## src/hdl/scanline_polygon_span_fill_assert.svh

```systemverilog
// assertion macros for the span fill block
`ifndef SCANLINE_POLYGON_SPAN_FILL_ASSERT_SVH
`define SCANLINE_POLYGON_SPAN_FILL_ASSERT_SVH
`ifndef SYNTHESIS
`define SPF_ASSERT_IMP(label, clk, rst_n, a, c) \
	label: assert property (@(posedge clk) disable iff (!rst_n) (a) |-> (c)) \
		else $error("assertion failed");
`define SPF_ASSERT_NXT(label, clk, rst_n, a, c) \
	label: assert property (@(posedge clk) disable iff (!rst_n) (a) |=> (c)) \
		else $error("assertion failed");
`else
`define SPF_ASSERT_IMP(label, clk, rst_n, a, c)
`define SPF_ASSERT_NXT(label, clk, rst_n, a, c)
`endif
`endif

```

## src/hdl/spf_pkg.sv

```systemverilog
package spf_pkg;
	localparam int MAX_SPANS = 8;

	typedef enum logic {
		REQ_LOAD = 1'b0,
		REQ_ROW  = 1'b1
	} req_t;
endpackage

```

## src/hdl/scanline_polygon_span_fill.sv

```systemverilog
// channel   | signals                                  | transfer
// command   | req_type start_new vertex_x vertex_y row | start && !busy
// result    | span_row span_start span_end span_valid last_span | span_strobe
// a load is taken in the idle state; a row does a read setup step, then per edge a read and a
// test, per crossing a bit-serial divide and an insert that shifts larger entries up, then one strobe per span
// the worst case is set by the bit-serial divider and the insert shift
// vertex memory has no reset; only vertex count and control clear on arst_n
// results cannot be stalled; busy holds off commands while a row is worked
`include "scanline_polygon_span_fill_assert.svh"
module scanline_polygon_span_fill
	import spf_pkg::*;
#(
	parameter int MAX_VERTICES = 16,
	parameter int COORD_BITS = 10
) (
	input  logic                  clk,
	input  logic                  arst_n,
	input  logic                  start,
	output logic                  busy,
	input  logic                  req_type,
	input  logic                  start_new,
	input  logic [COORD_BITS-1:0] vertex_x,
	input  logic [COORD_BITS-1:0] vertex_y,
	input  logic [COORD_BITS-1:0] row,
	output logic                  span_strobe,
	output logic [COORD_BITS-1:0] span_row,
	output logic [COORD_BITS-1:0] span_start,
	output logic [COORD_BITS-1:0] span_end,
	output logic                  span_valid,
	output logic                  last_span
);
	logic [$clog2(MAX_VERTICES+1)-1:0] vcount;

	spf_engine #(.MAX_VERTICES(MAX_VERTICES), .COORD_BITS(COORD_BITS)) u_eng (
		.clk(clk), .arst_n(arst_n), .start(start), .busy(busy), .req_type(req_type),
		.start_new(start_new), .vertex_x(vertex_x), .vertex_y(vertex_y), .row(row),
		.span_strobe(span_strobe), .span_row(span_row), .span_start(span_start),
		.span_end(span_end), .span_valid(span_valid), .last_span(last_span),
		.vert_count(vcount)
	);

	`SPF_ASSERT_IMP(a_cnt_max, clk, arst_n, 1'b1, vcount <= MAX_VERTICES)
	`SPF_ASSERT_IMP(a_invalid_last, clk, arst_n, span_strobe && !span_valid, last_span)
	`SPF_ASSERT_IMP(a_order, clk, arst_n, span_strobe && span_valid, span_start <= span_end)
	`SPF_ASSERT_IMP(a_last_idle, clk, arst_n, span_strobe && last_span, !busy)
	`SPF_ASSERT_NXT(a_row_busy, clk, arst_n, start && !busy && req_type == REQ_ROW, busy)
endmodule

```

## src/hdl/spf_divider.sv

```systemverilog
// restoring divider, one quotient bit per cycle, magnitudes only
module spf_divider #(
	parameter int NB = 20,
	parameter int DB = 11
) (
	input  logic          clk,
	input  logic          arst_n,
	input  logic          go,
	input  logic [NB-1:0] num,
	input  logic [DB-1:0] den,
	output logic          done,
	output logic [NB-1:0] quo
);
	localparam int CB = $clog2(NB + 1);

	logic [NB-1:0] n_q;
	logic [DB:0]   r_q;
	logic [DB-1:0] d_q;
	logic [CB-1:0] cnt_q;
	logic          run_q;
	logic [DB:0]   shr;
	logic          ge;

	assign shr = {r_q[DB-1:0], n_q[NB-1]};
	assign ge  = shr >= {1'b0, d_q};

	always_ff @(posedge clk or negedge arst_n) begin
		if (!arst_n) begin
			run_q <= 1'b0;
			done  <= 1'b0;
			cnt_q <= '0;
		end else begin
			done <= 1'b0;
			if (go) begin
				run_q <= 1'b1;
				cnt_q <= CB'(NB);
				n_q   <= num;
				d_q   <= den;
				r_q   <= '0;
			end else if (run_q) begin
				r_q   <= ge ? shr - {1'b0, d_q} : shr;
				n_q   <= {n_q[NB-2:0], ge};
				cnt_q <= cnt_q - 1'b1;
				if (cnt_q == CB'(1)) begin
					run_q <= 1'b0;
					done  <= 1'b1;
				end
			end
		end
	end
	assign quo = n_q;
endmodule

```

## src/hdl/spf_engine.sv

```systemverilog
// sequencer: vertex memory, edge walk, insertion into sorted crossing list, span output
module spf_engine
	import spf_pkg::*;
#(
	parameter int MAX_VERTICES = 16,
	parameter int COORD_BITS = 10
) (
	input  logic                  clk,
	input  logic                  arst_n,
	input  logic                  start,
	output logic                  busy,
	input  logic                  req_type,
	input  logic                  start_new,
	input  logic [COORD_BITS-1:0] vertex_x,
	input  logic [COORD_BITS-1:0] vertex_y,
	input  logic [COORD_BITS-1:0] row,
	output logic                  span_strobe,
	output logic [COORD_BITS-1:0] span_row,
	output logic [COORD_BITS-1:0] span_start,
	output logic [COORD_BITS-1:0] span_end,
	output logic                  span_valid,
	output logic                  last_span,
	output logic [$clog2(MAX_VERTICES+1)-1:0] vert_count
);
	localparam int AB = $clog2(MAX_VERTICES);
	localparam int VB = $clog2(MAX_VERTICES + 1);
	localparam int CB = COORD_BITS;
	localparam int NB = 2 * CB;
	localparam int SB = $clog2(MAX_SPANS + 1);

	typedef enum logic [3:0] {
		ST_IDLE, ST_RD0, ST_RDA, ST_RDB, ST_EDGE, ST_DIV, ST_INS,
		ST_OUT, ST_EMPTY
	} state_t;

	state_t         state_q;
	logic [NB-1:0]  mem [MAX_VERTICES];
	logic [NB-1:0]  rd_q;
	logic [AB-1:0]  rd_addr;
	logic           rd_en;
	logic [VB-1:0]  cnt_q;
	logic [VB-1:0]  edge_q;
	logic [CB-1:0]  row_q;
	logic [CB-1:0]  x0_q, y0_q, x1_q, y1_q, fx_q, fy_q;
	logic [CB-1:0]  cross_q [MAX_VERTICES];
	logic [VB-1:0]  k_q;
	logic [VB-1:0]  ins_q;
	logic [CB-1:0]  val_q;
	logic           neg_q;
	logic [SB-1:0]  sp_q;
	logic           div_go;
	logic           div_done;
	logic [NB-1:0]  div_num, quo;
	logic [CB:0]    div_den;
	logic [CB:0]    dx, dy;
	logic [CB:0]    adx, ady, dp, adp;
	logic [NB-1:0]  prod;
	logic           hit;
	logic [CB-1:0]  lin;
	logic [CB-1:0]  cx;
	logic [VB-1:0]  half;

	always_ff @(posedge clk) begin
		if (start && !busy && req_type == REQ_LOAD && (start_new || cnt_q < VB'(MAX_VERTICES)))
			mem[start_new ? AB'(0) : cnt_q[AB-1:0]] <= {vertex_x, vertex_y};
		if (rd_en)
			rd_q <= mem[rd_addr];
	end

	assign hit = (y0_q <= row_q && y1_q > row_q) || (y0_q > row_q && y1_q <= row_q);
	assign dx  = {1'b0, x1_q} - {1'b0, x0_q};
	assign dy  = {1'b0, y1_q} - {1'b0, y0_q};
	assign dp  = {1'b0, row_q} - {1'b0, y0_q};
	assign adx = dx[CB] ? -dx : dx;
	assign ady = dy[CB] ? -dy : dy;
	assign adp = dp[CB] ? -dp : dp;
	assign prod = NB'(adx[CB-1:0]) * NB'(adp[CB-1:0]);
	assign div_num = prod;
	assign div_den = ady;
	assign lin = quo[CB-1:0];
	assign cx  = neg_q ? x0_q - lin : x0_q + lin;
	assign half = k_q >> 1;

	spf_divider #(.NB(NB), .DB(CB + 1)) u_div (
		.clk(clk), .arst_n(arst_n), .go(div_go), .num(div_num), .den(div_den),
		.done(div_done), .quo(quo)
	);

	always_comb begin
		rd_en   = 1'b0;
		rd_addr = '0;
		div_go  = 1'b0;
		case (state_q)
			ST_RD0: begin
				rd_en = 1'b1;
				rd_addr = '0;
			end
			ST_RDA: begin
				rd_en = 1'b1;
				rd_addr = (edge_q + 1'b1 < cnt_q) ? AB'(edge_q + 1'b1) : '0;
			end
			ST_EDGE: div_go = hit;
			default: ;
		endcase
	end

	assign busy = state_q != ST_IDLE;

	always_ff @(posedge clk or negedge arst_n) begin
		if (!arst_n) begin
			state_q     <= ST_IDLE;
			cnt_q       <= '0;
			span_strobe <= 1'b0;
			k_q         <= '0;
		end else begin
			span_strobe <= 1'b0;
			case (state_q)
				ST_IDLE: if (start) begin
					row_q <= row;
					if (req_type == REQ_LOAD) begin
						if (start_new) cnt_q <= VB'(1);
						else if (cnt_q < VB'(MAX_VERTICES)) cnt_q <= cnt_q + 1'b1;
					end else begin
						k_q    <= '0;
						edge_q <= '0;
						state_q <= (cnt_q < VB'(2)) ? ST_EMPTY : ST_RD0;
					end
				end
				ST_RD0: state_q <= ST_RDA;
				ST_RDA: begin
					// first word back is vertex 0, kept for the closing edge
					if (edge_q == '0) begin
						{fx_q, fy_q} <= rd_q;
						{x0_q, y0_q} <= rd_q;
					end
					state_q <= ST_RDB;
				end
				ST_RDB: begin
					{x1_q, y1_q} <= (edge_q + 1'b1 < cnt_q) ? rd_q[NB-1:0] : {fx_q, fy_q};
					state_q <= ST_EDGE;
				end
				ST_EDGE: begin
					neg_q <= dx[CB] ^ dp[CB] ^ dy[CB];
					if (hit) state_q <= ST_DIV;
					else if (edge_q + 1'b1 < cnt_q) begin
						edge_q <= edge_q + 1'b1;
						{x0_q, y0_q} <= {x1_q, y1_q};
						state_q <= ST_RDA;
					end else state_q <= ST_OUT;
					sp_q  <= '0;
				end
				ST_DIV: if (div_done) begin
					val_q <= cx;
					ins_q <= k_q;
					state_q <= ST_INS;
				end
				ST_INS: begin
					// shift larger entries up one per cycle
					if (ins_q != '0 && cross_q[AB'(ins_q - 1'b1)] > val_q) begin
						cross_q[AB'(ins_q)] <= cross_q[AB'(ins_q - 1'b1)];
						ins_q <= ins_q - 1'b1;
					end else begin
						cross_q[AB'(ins_q)] <= val_q;
						k_q <= k_q + 1'b1;
						if (edge_q + 1'b1 < cnt_q) begin
							edge_q <= edge_q + 1'b1;
							{x0_q, y0_q} <= {x1_q, y1_q};
							state_q <= ST_RDA;
						end else state_q <= ST_OUT;
					end
				end
				ST_OUT: begin
					if (half == '0) state_q <= ST_EMPTY;
					else begin
						span_strobe <= 1'b1;
						span_row    <= row_q;
						span_start  <= cross_q[AB'({sp_q, 1'b0})];
						span_end    <= cross_q[AB'({sp_q, 1'b1})];
						span_valid  <= 1'b1;
						last_span   <= (VB'(sp_q) + 1'b1 == half) ||
							(sp_q + 1'b1 == SB'(MAX_SPANS));
						sp_q <= sp_q + 1'b1;
						if ((VB'(sp_q) + 1'b1 == half) || (sp_q + 1'b1 == SB'(MAX_SPANS)))
							state_q <= ST_IDLE;
					end
				end
				ST_EMPTY: begin
					span_strobe <= 1'b1;
					span_row    <= row_q;
					span_start  <= '0;
					span_end    <= '0;
					span_valid  <= 1'b0;
					last_span   <= 1'b1;
					state_q     <= ST_IDLE;
				end
				default: state_q <= ST_IDLE;
			endcase
		end
	end
	assign vert_count = cnt_q;
endmodule
```

## config.mk

```make
export PLATFORM = sky130hd
export DESIGN_NAME = scanline_polygon_span_fill
export DESIGN_NICKNAME = d
export VERILOG_FILES = /design/src/hdl/spf_pkg.sv /design/src/hdl/scanline_polygon_span_fill.sv /design/src/hdl/spf_divider.sv /design/src/hdl/spf_engine.sv
export VERILOG_INCLUDE_DIRS = /design/src /design/src/hdl
export SDC_FILE = /design/constraint.sdc
export NUM_CORES = 1
export LEC_CHECK = 0
export BUFFER_PORTS_ARGS = -buffer_cell sky130_fd_sc_hd__buf_2
export CORE_AREA = 3 3 292 366
export DETAILED_ROUTE_END_ITERATION = 6
export DIE_AREA = 0 0 295 369
export PLACE_DENSITY = 0.59
export SKIP_CTS_REPAIR_TIMING = 1
export SLEW_MARGIN = 40
export SYNTH_ARGS = -nofsm -noshare
export SYNTH_HDL_FRONTEND = slang
export SYNTH_SLANG_ARGS = --single-unit
```

## constraint.sdc

```tcl
create_clock -name clk -period 12.8 [get_ports clk]
set_input_delay 1.28 -clock clk [delete_from_list [all_inputs] [get_ports clk]]
set_output_delay 1.28 -clock clk [all_outputs]
set_load 0.05 [all_outputs]
```

==> results.md <==
- Slew @ Worst Pin: just over 800 ps
- Crit-path max FO: 13
- Core Region: ~0.10 mm2
- IO Pins: 69
- Vias in the first global route: ~22000
- Main synth FF type: edfxtp_1
- Slowest cell on crit path: fa_1
- Clk Latency, worst-skew pair: ~650 ps
- Layout cell share with drive strength beyond 1: 0.201
- Clk pin slew, worst setup/hold paths: ~70 ps
- Bufs and invs on worst path: 7
- Largest net degree at the start of global routing: 65
- Antenna Nets Post-Route: 0
- Synthesized area per cell: ~15 um2
- First-pass GRT wire length: between 100 and 150 mm
- Drt via density: around 5.3
- Number of synthesized flops with an enable pin: 669
- Crit path depth: 29
- Fmax: between 100 and 150 MHz
- Worst-case clock buffer depth: 3
- I/O Buffers: 68
- Fin crit period: a little over 8000 ps
- Most frequent CP cell: inv_1
- Sequential area share after synthesis: 0.587
- CTS tree: yes
- Run status: complete, no violations
- DRC Markers: 0
- Netlist cell types: 93
- Worst R2R Setup Slack: 4670 ps
- TritonCTS Buffers: between 70 and 80
- Final HPWL DP: around 55 mm
- Slowest cell delay on critical path: approximately 530 ps
- Starting Density: 0.340
- GRT Resource Usage Total: 0.154
- RD Place Congestion: ~0.83
- Syn Std Cell Area: around 0.035 mm2
- CTS root buf: clkbuf_16
- Die width: 295 um
- Crit path DAT: roughly 8500 ps
- Seq cells post-synth: a little under 700
- Max-slew headroom: 0.450
- RR Endpoint: u_eng.u_div.quo[19]$_DFFE_PP_
- Critical path type: flop to flop
- # rows: around 130
- Drt initial violations: 1737
- Critical path data required time: 13210 ps
- RSZ-0062 raised after global routing: no
- FFs w/ async S/R, synth: 0.0317
- Clk sinks: 694
- Die Span Y: between 300 and 400 um
- CP Launch Point: u_eng.x1_q[0]$_DFFE_PP_
- Pins over their slew limit: 0
- Final setup fails: 0
- GRT overflow: 0
- Worst Skew: about 53 ps
- Area grow syn2layout: 13.6%
- Syn. warnings: 0
- TNS Setup: 0 ps
- H-Tree Depth: 3
- Max-cap check violation count: 0
- Drt wl/cell: between 20 and 25 um
- Final Hold Viols: 0
- Die area: roughly 0.11 mm2
- Reg2Reg Depth: 29
- Tcrit/Tclk final: 0.635
- Via count: roughly 21000
- Post-synthesis cell count: around 2400
- Post-Syn Nets: between 2000 and 3000
- Worst hold path type: flop to flop
- Placed insts: 3756
- Setup crit start kind: flop
- First drt pass iteration count: 5
- Top delay family on crit path: adder cells
- Initial antenna violation count: 8
- Nets@finish: about 2700
- Routed wire length: roughly 84 mm
- CP Capture Type: flop
- Non-Filler Instances: 3903
- R2r startpoint: u_eng.x1_q[0]$_DFFE_PP_
- Worst setup path end: u_eng.u_div.quo[19]$_DFFE_PP_
-- flip-flops by register name (all words and copies together) (netlist names), 11 cells and up, named ones only --
| name | count |
|---|---|
| u_eng.mem | 320 |
| u_eng.cross_q | 160 |
| u_eng.rd_q | 20 |
| u_eng.u_div.quo | 20 |
| u_eng.u_div.d_q | 11 |
| u_eng.u_div.r_q | 11 |
-- per-layer routing --
metal / vias up / wire length, um / global-route usage
met4: 8 / 2270 / 0.0476
met2: 588 / 43300 / 0.274
met1: 10500 / 33500 / 0.190
li1: 9286 / - / -
met5: - / 42 / 0
met3: 158 / 4880 / 0.0256
-- how the worst min path moves through the flow --
stage	from	endpoint	slack, ps	depth (start not counted)
after floorplan	u_eng.rd_q[10]$_DFFE_PN_	u_eng.fx_q[0]$_DFFE_PP_	440	0
after global placement	u_eng.rd_q[8]$_DFFE_PN_	u_eng.fy_q[8]$_DFFE_PP_	460	0
after detailed placement	u_eng.rd_q[7]$_DFFE_PN_	u_eng.fy_q[7]$_DFFE_PP_	470	0
after CTS	u_eng.row_q[4]$_DFFE_PP_	u_eng.span_row[4]$_DFFE_PP_	480	0
after global routing	u_eng.row_q[3]$_DFFE_PP_	u_eng.span_row[3]$_DFFE_PP_	490	0
final	u_eng.row_q[4]$_DFFE_PP_	u_eng.span_row[4]$_DFFE_PP_	470	0
-- cell type report --
type	instances	area (um2)
inverters	181	679
flip-flops and latches	694	20700
diodes	4	10.0
clock buffers	96	2000
multi-input cells	1416	13600
well taps	1340	1680
repair buffers	125	779
clock inverters	47	543
fillers	9454	63500
-- synth_stat cells, drive strengths merged (16+ instances only) --
cell type / count / area (um2)
nand3: 32 / 160
edfxtp: 669 / 20100
fa: 67 / 1340
nand2: 180 / 676
ha: 146 / 1830
xor2: 34 / 298
a22oi: 40 / 300
nand4: 16 / 100
mux2: 27 / 304
mux2i: 35 / 350
mux4: 170 / 3830
buf: 45 / 216
a21oi: 56 / 284
inv: 181 / 679
nor2: 156 / 586
dfrtp: 22 / 551
nor2b: 17 / 106
xnor2: 69 / 642
o21ai: 77 / 385
nand2b: 28 / 175
clkbuf: 50 / 190
nor3: 41 / 221
-- kinds of logic (layout without fill, tap and decap cells) --
group,count (synthesis),after routing,synth area share
xor+xnor,104,104,0.0273
flops,694,694,0.587
buf+inv,276,449,0.0308
simple gates,549,549,0.0742
other cells,0,4,0
mux,232,232,0.127
fa+ha+maj,213,213,0.0899
compound gates,318,318,0.0630
-- placed cells by master (no fill, tap or decap), types with 27 or more instances in the layout --
cell type and n:
mux2_2 27, o21ai_0 71, mux4_2 170, a22oi_1 40, a21oi_1 54, nand3_1 32, xor2_1 34, inv_1 181
nor3_1 36, nor2_1 135, buf_2 68, nand2_1 179, xnor2_1 61, clkbuf_16 77, buf_4 54, edfxtp_1 669
fa_1 67, mux2i_1 33, nand2b_1 28, ha_1 145
-- through the flow --
| step | cell area (um2) | hold WS [ps] | utilization | setup WS (ps) |
|---|---|---|---|---|
| after detailed placement | 37500 | 470 | 0.362 | 4830 |
| after global routing | 40000 | 492 | 0.387 | 4160 |
| after floorplan | 35200 | 444 | - | 5730 |
| after global placement | 37400 | 460 | 0.361 | 5090 |
| final | 40000 | 469 | 0.387 | 4670 |
| after CTS | 40000 | 479 | 0.387 | 4720 |
Power is not shown: default switching activity piles up to over one toggle a cycle in this logic, so the estimate is an artifact.
